==> src/design/ptbt_ram.sv <==
// ----------------------------------------------------------------------------
// ptbt_ram
// Generic simple dual-port RAM, one write and one registered read per cycle.
// ----------------------------------------------------------------------------
module ptbt_ram #(
  parameter int WIDTH = 8,
  parameter int DEPTH = 16
) (
  input  logic                     clk,
  input  logic                     we,
  input  logic [$clog2(DEPTH)-1:0] waddr,
  input  logic [WIDTH-1:0]         wdata,
  input  logic [$clog2(DEPTH)-1:0] raddr,
  output logic [WIDTH-1:0]         rdata
);

  logic [WIDTH-1:0] mem [DEPTH];

  always_ff @(posedge clk) begin
    if (we) begin
      mem[waddr] <= wdata;
    end
    rdata <= mem[raddr];
  end

endmodule

==> config.mk <==
export PLATFORM = sky130hd
export DESIGN_NAME = ptbt_ram
export DESIGN_NICKNAME = d
export VERILOG_FILES = /design/src/design/ptbt_ram.sv
export SDC_FILE = /design/constraint.sdc
export NUM_CORES = 1
export LEC_CHECK = 0
export BUFFER_PORTS_ARGS = -buffer_cell sky130_fd_sc_hd__buf_2
export CAP_MARGIN = 0
export CORE_ASPECT_RATIO = 0.8
export CORE_MARGIN = 5
export CORE_UTILIZATION = 57
export CTS_BUF_LIST = sky130_fd_sc_hd__clkbuf_2
export CTS_CLUSTER_SIZE = 30
export DETAILED_ROUTE_END_ITERATION = 8
export GPL_ROUTABILITY_DRIVEN = 0
export PLACE_DENSITY = 0.79
export SLEW_MARGIN = 20
export SYNTH_ARGS = -nofsm -noshare
export SYNTH_HDL_FRONTEND = slang
export SYNTH_SLANG_ARGS = --single-unit
==> constraint.sdc <==
create_clock -name clk -period 1.6 [get_ports clk]
set_input_delay 0.08 -clock clk [delete_from_list [all_inputs] [get_ports clk]]
set_output_delay 0.08 -clock clk [all_outputs]
set_load 0.005 [all_outputs]
==> run_results.csv <==
group,metric,value,unit
logic_synthesis,synthFlopType,"edfxtp_1",
logic_synthesis,synth_edf_count,128,
setup_path,end_kind,"register",
grt,antenna_found_initial,0,
clock_tree,htreeDepth,4,
power,pwr-share-comb,6.1,%
logic_synthesis,synthXorXnorAreaFrac,0,%
sta,fmax,634,MHz
clock_tree,cts-root-buf,"clkbuf_2",
logic_synthesis,ys_seq_area_share,77.8,%
sta,max_slew_margin,71.6,%
sta,fin_crit_sh,98.5,%
logic_synthesis,synth_cell_types,19,
clock_tree,cts_buffers,17,
sta,maxSlewViolCount,0,
route,postRouteWirelength,9730,um
layout,final_cell_area,6050,sq um
clock_tree,clkLatencyLatePin,660,ps
min_path,hold-path-cell-count,5,
floorplanning,die_w,116,um
grt,grt_max_degree,33,
route,drc,0,
logic_synthesis,syn-cell-area,5150,sq um
run,maxCapViolCount,0,
power,peakVddDrop,729,uV
setup_path,crit_cells,6,
grt,grt_pass1_vias,2636,
floorplanning,die-area,11000,sq um
layout,regArea,4000,sq um
power,pwr-share-seq,59.3,%
setup_path,path_buf_inv,4,
logic_synthesis,synth_top_area_share,74.7,%
sta,period_needed,1580,ps
logic_synthesis,synth_top_family_by_area,"multiplexers",
layout,fillers,556,
min_path,hold_class,"input pin to register",
logic_synthesis,synthTopCellsByArea,"edfxtp_1, mux4_2, mux4_1",
grt,grt_usage,20.1,%
sta,clock-skew-final,33.0,ps
layout,instances_no_fill,435,
setup_path,crit_path_top_delay_cell,"dlygate4sd3_1",
place,place_area,5530,sq um
setup_path,path_max_fanout,8,
grt,grt_remaining_overflow,0,
route,drtPass1Iterations,4,
clock_tree,cts.clk_slew.worst_paths,200,ps
layout,layout-drive-gt1-share,29.4,%
layout,nNetsFinal,325,
setup_path,crit_top_cell,"dlygate4sd3_1",
setup_path,arrival,1960,ps
setup_path,required,1980,ps
logic_synthesis,syn-instance-count,229,
logic_synthesis,synth_compound_area_share,2.33,%
place,dp_cells,380,
setup_path,crit_chain,"buf_2, dlygate4sd3_1, nand3b_1, dlygate4sd3_1, nor2_1, buf_4",
logic_synthesis,synthTopCellsByCount,"edfxtp_1, mux4_2, a22oi_1, mux4_1, nor2_1",
place,pre_cts_ws,115,ps
logic_synthesis,synth_fp_nets,247,
power,pwr-share-clk,34.7,%
route,postRouteAntennaNets,0,
setup_path,r2r_cells,3,
logic_synthesis,synth-simple-area-share,3.18,%
setup_path,crit_family,"buffers and inverters",
layout,multi_input_area,1060,sq um
logic_synthesis,ys_warn_count,0,
route,viasPerCell,5.83,
clock_tree,cts_tree,"built",
power,p_int,5.33,mW
logic_synthesis,synthArstFlopShare,0,%
clock_tree,cts.sinks,136,
logic_synthesis,ys_seq_elements,136,
status,status,"completed",
place,portBuffers,25,
logic_synthesis,syn_avg_cell_area,22.5,sq um
logic_synthesis,muxShareOfSynthArea,15.0,%
layout,diodes,0,
sta,grt_setup_unrepaired,"false",
route,post_drt_wl_per_cell,22.4,um
sta,tightest_slew,425,ps
clock_tree,cts.path.max_buffers,2,
clock_tree,post_cts_resize_count,0,
logic_synthesis,yosysMostFrequentCell,"edfxtp_1",
layout,synthToLayoutAreaGrowth,17.5,%
sta,hold_viol_final,0,
route,vias,2537,
sta,setup_viol,0,
floorplanning,coreArea,8920,sq um
grt,grt_pass1_wl,15200,um
route,drt_iter0_drc,234,
floorplanning,die_y,95.0,um
power,p_sw_share,21.0,%
setup_path,startpoint_type,"input pin",
power,leakage,2.08,nW
floorplanning,ioPinCount,26,
power,p_per_area,1120,nW/um^2
power,netSwitchingPower,1.41,mW
sta,tns,0,ps
floorplanning,start_util,57.7,%
setup_path,critical_path.max_stage_delay,610,ps
setup_path,worstSetupPathType,"input pin to register",
place,dp_hpwl,5980,um
logic_synthesis,yosys.area.top_type,"edfxtp_1",
sta,setup_ws,23.7,ps
floorplanning,rows,31,
logic_synthesis,synthAdderAreaFrac,0,%
==> state kept, by name, indices dropped and copies added (netlist names) <==
signal,count
mem,128
rdata,8
==> per-stage QoR <==
step                util [%]  hold slack [ps]  total power, mW
global route            67.8             60.5             7.05
floorplan                  -              179             4.28
global placement        61.9              463             4.44
finish                  67.8              119             6.75
CTS                     67.8             41.4             6.82
detailed placement      61.9              461             4.46
==> logic make-up (layout without fill, tap and decap cells) <==
family,Yosys count,in the layout
AND/OR/NAND/NOR,35,35
AO/OA/AOI/OAI,16,16
buffers and inverters,10,101
flip-flops,136,136
multiplexers,32,32
==> cell usage in the layout, fill, tap and decap left out, drive strengths merged <==
| master | count |
|---|---|
| nand3b | 2 |
| edfxtp | 128 |
| a22oi | 16 |
| and2 | 1 |
| nand2 | 9 |
| dfxtp | 8 |
| nand2b | 2 |
| nor2b | 1 |
| nand3 | 1 |
| bufinv | 5 |
| clkbuf | 17 |
| dlygate4sd3 | 23 |
| nor3 | 4 |
| or3b | 1 |
| clkinv | 7 |
| buf | 46 |
| mux4 | 32 |
| nor2 | 13 |
| and2b | 1 |
| clkinvlp | 3 |
==> final timing paths <==
kind / endpoint / start / slack (ps)
max: mem[9][2] / waddr[2] / 20
min reg2reg: rdata[1] / mem[8][1] / 680
min: rdata[6] / raddr[0] / 120
max reg2reg: rdata[2] / mem[5][2] / 180
==> routing by layer <==
layer / global-route usage (%) / routed length, um / up-vias
li1: - / - / 1129
met1: 26.9 / 3950 / 1273
met2: 31.3 / 4760 / 129
met3: 6.66 / 947 / 6
met4: 7.44 / 68 / 0
met5: 0 / 0 / -
==> worst reg2reg max path, delay by kind of cell (launching register included) <==
kind | cells | cell delay [ps]
mux | 1 | 540
simple gates | 1 | 110
flops | 1 | 390
compound gates | 1 | 290
==> final cells by class <==
type                            instances  share of cell area, %
Sequential cell                       136                   66.2
Multi-Input combinational cell         83                   17.5
Timing Repair Buffer                   69                   9.10
Clock inverter                         15                   3.43
Tap cell                              115                   2.38
Clock buffer                           17                   1.41
==> timing repair <==
action / in CTS / in global routing
buffers inserted: 0 / 0
endpoints found under the hold margin: 234 / 0
hold buffers: 23 / 0
==> power groups by stage <==
| stage | logic (mW) | registers, mW | clock network, mW |
|---|---|---|---|
| 2_1_floorplan | 0.202 | 4.08 | 0 |
| 3_3_place_gp | 0.365 | 4.08 | 0 |
| 5_1_grt | 0.446 | 4.01 | 2.59 |
| 3_5_place_dp | 0.376 | 4.08 | 0 |
| 6_report | 0.410 | 4.00 | 2.34 |
| 4_1_cts | 0.412 | 4.00 | 2.41 |
(Power assumes the default switching activity.)
