`config.mk`:
```
export PLATFORM = sky130hd
export DESIGN_NAME = ptbt_calc
export DESIGN_NICKNAME = d
export VERILOG_FILES = /design/src/design/ptbt_pkg.sv /design/src/design/ptbt_calc.sv
export SDC_FILE = /design/constraint.sdc
export NUM_CORES = 1
export LEC_CHECK = 0
export BUFFER_PORTS_ARGS = -buffer_cell sky130_fd_sc_hd__buf_2
export CAP_MARGIN = 20
export CORE_ASPECT_RATIO = 0.7
export CORE_MARGIN = 2
export CORE_UTILIZATION = 30
export DETAILED_ROUTE_END_ITERATION = 12
export GPL_TIMING_DRIVEN = 1
export PLACE_DENSITY_LB_ADDON = 0.3
export SLEW_MARGIN = 20
export SYNTH_ARGS = -nofsm -noshare
export SYNTH_HDL_FRONTEND = slang
export SYNTH_SLANG_ARGS = --single-unit
```
`constraint.sdc`:
```
create_clock -name vclk -period 4.62
set_input_delay 0.462 -clock vclk [all_inputs]
set_output_delay 0.462 -clock vclk [all_outputs]
set_load 0.01 [all_outputs]
```
`src/design/ptbt_pkg.sv`:
```
// ----------------------------------------------------------------------------
// ptbt_pkg
// Shared constants, entry layout and register codes for the token bucket table.
// ----------------------------------------------------------------------------
package ptbt_pkg;

  localparam int KEY_BITS    = 8;
  localparam int WAYS        = 4;
  localparam int NUM_BUCKETS = 1 << KEY_BITS;
  localparam int NUM_SLOTS   = NUM_BUCKETS * WAYS;
  localparam int SLOT_W      = $clog2(NUM_SLOTS);
  localparam int WAY_W       = (WAYS > 1) ? $clog2(WAYS) : 1;
  localparam int CNT_W       = $clog2(WAYS + 1);

  localparam int ADDR_W = 32;
  localparam int TOK_W  = 8;
  localparam int SUM_W  = TOK_W + 2;
  localparam int OCC_W  = 11;
  localparam int CFG_W  = 2;

  localparam logic [CFG_W-1:0] REG_FULL_LEVEL    = 2'd0;
  localparam logic [CFG_W-1:0] REG_TOKEN_DELTA   = 2'd1;
  localparam logic [CFG_W-1:0] REG_REFILL_AMOUNT = 2'd2;

  localparam logic CMD_CHECK = 1'b0;
  localparam logic CMD_EPOCH = 1'b1;

  typedef struct packed {
    logic              valid;
    logic [ADDR_W-1:0] key;
    logic [TOK_W-1:0]  tokens;
  } entry_t;

  typedef struct packed {
    logic [SUM_W-1:0] sum;
    logic             neg;
    logic             full;
  } calc_res_t;

endpackage

```
`src/design/ptbt_calc.sv`:
```
// ----------------------------------------------------------------------------
// ptbt_calc
// Shared add and compare unit: token count plus signed change, checked
// against zero and against the full level.
// ----------------------------------------------------------------------------
module ptbt_calc (
  input  logic [ptbt_pkg::TOK_W-1:0] a,
  input  logic [ptbt_pkg::SUM_W-1:0] b,
  input  logic [ptbt_pkg::TOK_W-1:0] lim,
  output ptbt_pkg::calc_res_t        res
);
  import ptbt_pkg::*;

  logic [SUM_W-1:0] sum;

  assign sum      = {{(SUM_W-TOK_W){1'b0}}, a} + b;
  assign res.sum  = sum;
  assign res.neg  = sum[SUM_W-1];
  assign res.full = !sum[SUM_W-1] && (sum >= {{(SUM_W-TOK_W){1'b0}}, lim});

endmodule

```
==> metrics.yaml, run 1 <==
setup_path:
  cp.arrival_ns: 3.06
  crit_chain: "buf_2 > ha_1 > inv_1 > fa_1 > nand2b_1 > nand2b_1 > a21oi_1 > xnor2_1 > ha_1 > a21o_1 > nand2_1 > a21oi_1 > a2111oi_0 > a21oi_1 > buf_2"
  endpoint: "res[0]"
  crit_slowest_cell: "fa_1"
  startpoint: "a[0]"
  cp-end-kind: "output port"
  worst-path-buf-inv: 3
  cp.depth: 15
  cp-start-kind: "input port"
  path_delay_family: "adder cells"
  cpMostUsedCell: "a21oi_1"
  critical_path_required_ns: 4.16
  cp_max_fo: 3
  critPathKind: "input port to output port"
  max_stage_delay_ns: 0.40
timing:
  hold_violations: 0
  timing.fmax_ghz: 0.2838
  worst_pin_slew_ns: 0.3631
  grt_setup_unrepaired: "false"
  slew_violations: 0
  setup_tns_ns: 0
  finalCritPeriodShare: 0.7626
  worst_slack_ns: 1.097
  final-setup-viol-count: 0
  finalCriticalPeriod_ns: 3.523
  relSlewSlack: 0.7517
placement:
  preCtsSetupSlack_ns: 1.095
  gp_congestion: 0.7660
  hpwlAfterDp_um: 1343
  io_buffer_count: 38
  dp_cells: 137
route:
  drt-total-wl_um: 1452
  dr.pass1.iters: 4
  avgRoutedWirePerCell_um: 10.60
  drtAntennaViolNets: 0
  drtIter0Drc: 14
  vias: 654
  drt-vias-per-instance: 4.774
  drc: 0
finish:
  final_nets: 160
  final_cell_mix: "buf_2 (38), ha_1 (16), inv_1 (13), a21oi_1 (8), xnor2_1 (6)"
  nClkBuffers: 0
  utilization: 0.4341
  n_antenna_cell: 0
  drive_gt1_frac: 0.3826
  syn_to_final_growth_pct: 34.93
  regArea_sq_um: 0
  instances_no_fill: 137
  final_common_cell: "buf_2"
  seq_cells: 0
grt:
  globalRouteOverflowTotal: 0
  first_global_vias: 571
  grt_pass1_wl_um: 2277
  grt_util_all_layers: 0.1119
  grt_max_degree: 6
  antenna_found_initial: 0
power:
  power_density_nw_per_um2: 161.9
  pwr-share-clk: 0
  seqPwrFrac: 0
  p_int_w: 0.00006060
  power_leakage_nw: 0.4764
  switching_share: 0.5390
  p_sw_w: 0.00007084
  combPwrFrac: 1.000
  worst_ir_drop_vdd_v: 0.00007536
clocking:
  cts-resized-gates: 0
  holdBufCountCts: 0
  postCtsSetupRepairBufs: 0
synth:
  synth_area_leader_cell: "ha_1"
  synthTopCellsByArea: "ha_1 (33%), xnor2_1 (8.7%), inv_1 (8.1%), a21oi_1 (6.7%), a21o_1 (6.2%)"
  synth_area_sq_um: 601.8
  synth_seq_area_share: 0
  avgSynthCellArea_sq_um: 7.716
  ys_warn_count: 0
  syn_inst: 78
  synth_top_area_frac: 0.3326
  syn_nets: 121
  synth_cell_types: 27
job:
  cap_violations: 0
floorplanning:
  io_pins: 38
  start_util: 0.3217
  die_area_sq_um: 2386
  rows: 13
  core_sq_um: 1871
  die_x_um: 57.54
  die_y_um: 41.48
outcome:
  status: "finished, final reports clean"
min_path:
  hold_path.class: "input port to output port"
logic make-up after synthesis:
family                   count (synthesis)  share of synthesized area
XOR/XNOR                                 7                     0.1019
buffers and inverters                   14                    0.09357
multiplexers                             1                    0.01663
AND/OR/NAND/NOR                         15                     0.1248
adder cells (fa/ha/maj)                 17                     0.3659
AO/OA/AOI/OAI                           24                     0.2973
synth_stat cells, drive strengths merged (2+ instances only):
| master | n |
|---|---|
| a21oi | 9 |
| a21o | 6 |
| o211ai | 2 |
| nand2b | 3 |
| inv | 13 |
| nor3 | 3 |
| xnor2 | 6 |
| o21ai | 2 |
| nand2 | 3 |
| ha | 16 |
| a211oi | 2 |
| nor2 | 3 |
stage by stage:
step	hold slack (ns)	total power (W)	cell area, sq um
final	1.233	0.0001314	812.0
after detailed placement	1.236	0.0001321	812.0
after global placement	1.231	0.0001293	812.0
after global routing	1.274	0.0001464	812.0
after CTS	1.236	0.0001330	812.0
after floorplan	1.036	0.00008844	601.8
power by group through the flow:
stage / clock network (W) / logic, W / registers [W]
after floorplan: 0 / 0.0000884 / 0
after global placement: 0 / 0.000129 / 0
after detailed placement: 0 / 0.000132 / 0
after CTS: 0 / 0.000133 / 0
after global routing: 0 / 0.000146 / 0
final: 0 / 0.000131 / 0
area by class of cell:
class	count	area (sq um)
timing repair buffer	38	190.2
multi-input combinational	64	545.5
tap	22	27.53
fill	192	1059
inverter	13	48.80
metal layers:
metal	part of all wire	wire, um	vias up	GRT usage
met5	0	0	-	0
met4	0	0	0	0
met3	0.027	39	0	0.003115
met2	0.49	714	10	0.2114
met1	0.48	699	290	0.1490
li1	-	-	354	-
how the worst min path moves through the flow:
stage	start	to	slack, ns	cells past startpoint
final	b[9]	res[11]	1.23	3
after global routing	b[9]	res[1]	1.27	3
after CTS	b[9]	res[1]	1.24	3
after detailed placement	b[9]	res[1]	1.24	3
after global placement	b[9]	res[11]	1.23	3
after floorplan	b[9]	res[1]	1.04	1
Note: power is estimated with default switching activity, not from simulation.
==> run 2, diff against run 1 <==
--- a/config.mk
+++ b/config.mk
@@ -5,6 +5,7 @@
 export SDC_FILE = /design/constraint.sdc
 export NUM_CORES = 1
 export LEC_CHECK = 0
+export ABC_AREA = 1
 export BUFFER_PORTS_ARGS = -buffer_cell sky130_fd_sc_hd__buf_2
 export CAP_MARGIN = 20
 export CORE_ASPECT_RATIO = 0.7
==> constraint.sdc (replaced) <==
create_clock -name vclk -period 3.15
set_input_delay 0.315 -clock vclk [all_inputs]
set_output_delay 0.315 -clock vclk [all_outputs]
set_load 0.01 [all_outputs]
==> run 2 against run 1 <==
  * Global-route usage grew 0.17 points
  * Hold slack lost 0.28 ns
  * Non-clock buffer count is the same
  * Critical path depth grew 3
  * Via count grew 17%
  * Area after synthesis grew 12%
  * Sequential share of layout area is the same
  * Utilization shrank 1.5 points
  * Die area grew 11%
  * Largest cell class unchanged
  * Highest routed layer unchanged
==> metrics.yaml, run 2 <==
outcome:
  status: "finished, final reports clean"
synth:
  syn_nets: 162
  synth_area_sq_um: 671.9
  synth.most_common_cell: "nand2_1"
  avgSynthCellArea_sq_um: 5.646
  synth_cell_types: 15
  syn_inst: 119
  synth_seq_area_share: 0
  synthTopCellsByArea: "ha_1 (30%), nand2_1 (23%), inv_1 (17%), nand3_1 (6.0%), xor2_1 (3.9%)"
  synth_area_leader_cell: "ha_1"
  ys_warn_count: 0
  synth_top_area_frac: 0.2980
  yosys-top-cells-count: "nand2_1 (41), inv_1 (30), ha_1 (16)"
setup_path:
  cp.arrival_ns: 2.52
  max_stage_delay_ns: 0.40
  cp-end-kind: "output port"
  endpoint: "res[0]"
  critical_path_required_ns: 2.83
  crit_slowest_cell: "fa_1"
  cp-start-kind: "input port"
  startpoint: "a[0]"
  critPathKind: "input port to output port"
  crit_chain: "buf_2 > ha_1 > inv_1 > fa_1 > inv_1 > nand3_1 > nand2_1 > xor2_1 > ha_1 > nand2_1 > inv_1 > a21oi_1 > nand2_1 > nand2_1 > nand2_1 > nor2_2 > nor2_2 > buf_2"
  cpMostUsedCell: "nand2_1"
  cp_max_fo: 3
min_path:
  hold_path.class: "input port to output port"
finish:
  nFillCells: 240
  syn_to_final_growth_pct: 33.15
  final_nets: 201
  final_cell_mix: "nand2_1 (41), buf_2 (38), inv_1 (30), ha_1 (16), nand3_1 (8)"
  drive_gt1_frac: 0.2821
  n_antenna_cell: 0
  design_area_sq_um: 894.6
  final_common_cell: "nand2_1"
  seq_cells: 0
  nClkBuffers: 0
  regArea_sq_um: 0
clocking:
  postCtsSetupRepairBufs: 0
  holdBufCountCts: 0
  cts-resized-gates: 0
floorplanning:
  die_x_um: 60.57
  die_y_um: 43.60
  io_pins: 38
  core_sq_um: 2137
  rows: 14
  start_util: 0.3144
  die_area_sq_um: 2640
route:
  drtAntennaViolNets: 0
  avgRoutedWirePerCell_um: 7.936
  drtIter0Drc: 19
  drt-vias-per-instance: 4.080
  drc: 0
  drt-total-wl_um: 1492
  vias: 767
  dr.pass1.iters: 4
timing:
  worst_slack_ns: 0.3119
  hold_violations: 0
  relSlewSlack: 0.8500
  slew_violations: 0
  timing.fmax_ghz: 0.3524
  final-setup-viol-count: 0
  finalCritPeriodShare: 0.9010
  finalCriticalPeriod_ns: 2.838
  setup_tns_ns: 0
  grt_setup_unrepaired: "false"
  worst_pin_slew_ns: 0.2235
grt:
  first_global_vias: 636
  grt_util_all_layers: 0.1136
  grt_max_degree: 7
  antenna_found_initial: 0
  globalRouteOverflowTotal: 0
  grt_pass1_wl_um: 2470
placement:
  dpl-instance-area_sq_um: 894.6
  gp_congestion: 0.8542
  io_buffer_count: 38
  preCtsSetupSlack_ns: 0.3200
  hpwlAfterDp_um: 1380
power:
  worst_ir_drop_vdd_v: 0.00007528
  power_leakage_nw: 0.6154
  power_density_nw_per_um2: 219.0
  finalPower_w: 0.0001959
job:
  cap_violations: 0
## run 2: cell types whose count changed in the layout (fill, tap and decap cells not counted), sizes merged, moves of 4 or more
cell   change
a21o       -6
inv       +17
a21oi      -4
xnor2      -4
nand2     +41
nand3      +8
## run 2: per-layer routing
layer  GRT usage  wire length, um  vias up
met5           0                0        -
met1      0.1735              767      313
met2      0.1914              643       19
met4           0                0        0
li1            -                -      435
met3           0               82        0
## run 2: stage by stage
stage            util  hold slack, ns  cells
2_1_floorplan       -          0.7843    119
3_3_place_gp   0.4186          0.9519    188
3_5_place_dp   0.4186          0.9544    188
4_1_cts        0.4186          0.9622    188
5_1_grt        0.4186          0.9906    188
6_report       0.4186          0.9576    188
## run 2: cells by family (layout without fill, tap and decap cells)
family                   after synthesis  count (layout)  synth area share
AND/OR/NAND/NOR                       59              59            0.3706
buffers and inverters                 31              68            0.1788
adder cells (fa/ha/maj)               17              17            0.3277
AO/OA/AOI/OAI                          7               7           0.05773
XOR/XNOR                               5               5           0.06519
## run 2: worst min path at each step
stage,startpoint,endpoint,cells past startpoint
after floorplan,b[0],res[2],1
after global placement,b[0],res[2],3
after detailed placement,b[0],res[2],3
after CTS,b[0],res[2],3
after global routing,b[0],res[2],3
final,b[0],res[2],3
## run 2: critical path, delay by kind of cell
kind / cells / cell delay (ns)
adders and majority gates: 3 / 0.86
AOI/OAI and AO/OA: 1 / 0.13
buffers and inverters: 5 / 0.39
xor gates and xnor gates: 1 / 0.23
and+or+nand+nor: 8 / 0.60
## run 2: power breakdown
part           internal, W  total [W]  switching, W
combinational    0.0000844   0.000196      0.000112
sequential               0          0             0
clock                    0          0             0
## run 2: final cells by class
cell class	count	area, sq um	area share
Tap cell	32	40.04	0.04476
Multi-Input combinational cell	88	551.8	0.6168
Timing Repair Buffer	38	190.2	0.2126
Inverter	30	112.6	0.1259
==> run 3, diff against run 2 <==
--- a/config.mk
+++ b/config.mk
@@ -13,7 +13,7 @@
 export CORE_UTILIZATION = 30
 export DETAILED_ROUTE_END_ITERATION = 12
 export GPL_TIMING_DRIVEN = 1
-export PLACE_DENSITY_LB_ADDON = 0.3
+export PLACE_DENSITY = 0.69
 export SLEW_MARGIN = 20
 export SYNTH_ARGS = -nofsm -noshare
 export SYNTH_HDL_FRONTEND = slang
==> run 3 against run 2 <==
  * Flip-flop and latch count stayed put
  * Final area is the same
  * Total power is 1.2% higher
  * Via count grew 4.0%
  * Utilization is the same
  * Sequential share of layout area is the same
  * Clock-buffer cell count did not move
  * Critical path type unchanged
==> metrics.yaml, run 3 (synthesized netlist as in run 2, its figures left out) <==
timing:
  hold_violations: 0
  slew_violations: 0
  finalCritPeriodShare: 0.9049
  relSlewSlack: 0.8072
  finalCriticalPeriod_ns: 2.851
  timing.fmax_ghz: 0.3508
  worst_pin_slew_ns: 0.2871
  setup_tns_ns: 0
  final-setup-viol-count: 0
  fin_hold_ws_ns: 0.9490
  grt_setup_unrepaired: "false"
finish:
  instances_no_fill: 188
  seq_cells: 0
  n_antenna_cell: 0
  nFillCells: 256
  syn_to_final_growth_pct: 33.15
  regArea_sq_um: 0
  final_common_cell: "nand2_1"
  drive_gt1_frac: 0.2821
  final_nets: 201
  design_area_sq_um: 894.6
  final_cell_mix: "nand2_1 (41), buf_2 (38), inv_1 (30), ha_1 (16), nand3_1 (8)"
  nClkBuffers: 0
power:
  worst_ir_drop_vdd_v: 0.00008405
  finalPower_w: 0.0001984
  power_leakage_nw: 0.6154
  power_density_nw_per_um2: 221.7
floorplanning:
  die_area_sq_um: 2640
  start_util: 0.3144
  io_pins: 38
  die_x_um: 60.57
  core_sq_um: 2137
  die_y_um: 43.60
  rows: 14
grt:
  grt_pass1_wl_um: 2497
  globalRouteOverflowTotal: 0
  grt_max_degree: 7
  antenna_found_initial: 0
  first_global_vias: 671
  grt_util_all_layers: 0.1167
route:
  drt-total-wl_um: 1532
  drc: 0
  avgRoutedWirePerCell_um: 8.149
  drtAntennaViolNets: 0
  vias: 798
  drtIter0Drc: 14
  dr.pass1.iters: 5
  drt-vias-per-instance: 4.245
min_path:
  hold_path.class: "input port to output port"
  worstHoldStart: "b[0]"
  min_to: "res[2]"
  whs_path_depth: 3
clocking:
  cts-resized-gates: 0
  holdBufCountCts: 0
  postCtsSetupRepairBufs: 0
placement:
  dp_cells: 188
  dpl-instance-area_sq_um: 894.6
  gp_congestion: 0.8149
  io_buffer_count: 38
  hpwlAfterDp_um: 1425
setup_path:
  critical_path_required_ns: 2.83
  cp.arrival_ns: 2.54
  max_stage_delay_ns: 0.41
  worst-path-buf-inv: 5
  crit_chain: "buf_2 > ha_1 > inv_1 > fa_1 > inv_1 > nand3_1 > nand2_1 > xor2_1 > ha_1 > nand2_1 > inv_1 > a21oi_1 > nand2_1 > nand2_1 > nand2_1 > nor2_2 > nor2_2 > buf_2"
  cp-start-kind: "input port"
  cp_max_fo: 3
  crit_slowest_cell: "fa_1"
  path_delay_family: "adder cells"
  cp-end-kind: "output port"
  critPathKind: "input port to output port"
  cpMostUsedCell: "nand2_1"
outcome:
  status: "finished, final reports clean"
job:
  cap_violations: 0
## run 3: cell counts in the layout (fill, tap and decap cells not counted)
Identical to the previous run, type by type.
## run 3: how the worst max path moves through the flow
stage,start,end,slack (ns),cells past startpoint
4_1_cts,a[0],res[0],0.32,18
5_1_grt,a[0],res[0],0.16,18
2_1_floorplan,a[0],res[0],0.60,16
6_report,a[0],res[0],0.30,18
3_3_place_gp,a[0],res[0],0.42,18
3_5_place_dp,a[0],res[0],0.33,18
## run 3: metal layers
metal / track usage / up-vias / wire (um)
met3: 0.002985 / 0 / 90
met1: 0.1595 / 336 / 758
met2: 0.2172 / 24 / 683
met4: 0 / 0 / 0
li1: - / 438 / -
met5: 0 / - / 0
## run 3: report_power, final
| group | switching (W) | internal [W] |
|---|---|---|
| logic | 0.000114 | 0.0000846 |
| clock network | 0 | 0 |
| registers | 0 | 0 |
| total | 0.000114 | 0.0000846 |
## run 3: final cells by class
class | count | area [sq um] | area share
Tap cell | 32 | 40.04 | 0.04476
Inverter | 30 | 112.6 | 0.1259
Timing Repair Buffer | 38 | 190.2 | 0.2126
Multi-Input combinational cell | 88 | 551.8 | 0.6168
## run 3: stage by stage
| step | util | setup WS [ns] |
|---|---|---|
| 2_1_floorplan | - | 0.5963 |
| 3_3_place_gp | 0.4186 | 0.4248 |
| 3_5_place_dp | 0.4186 | 0.3316 |
| 4_1_cts | 0.4186 | 0.3244 |
| 5_1_grt | 0.4186 | 0.1632 |
| 6_report | 0.4186 | 0.2995 |
## run 3: tightest hold or removal path: stages
cell   delay [ns]
buf_2        0.08
ha_1         0.12
buf_2        0.12
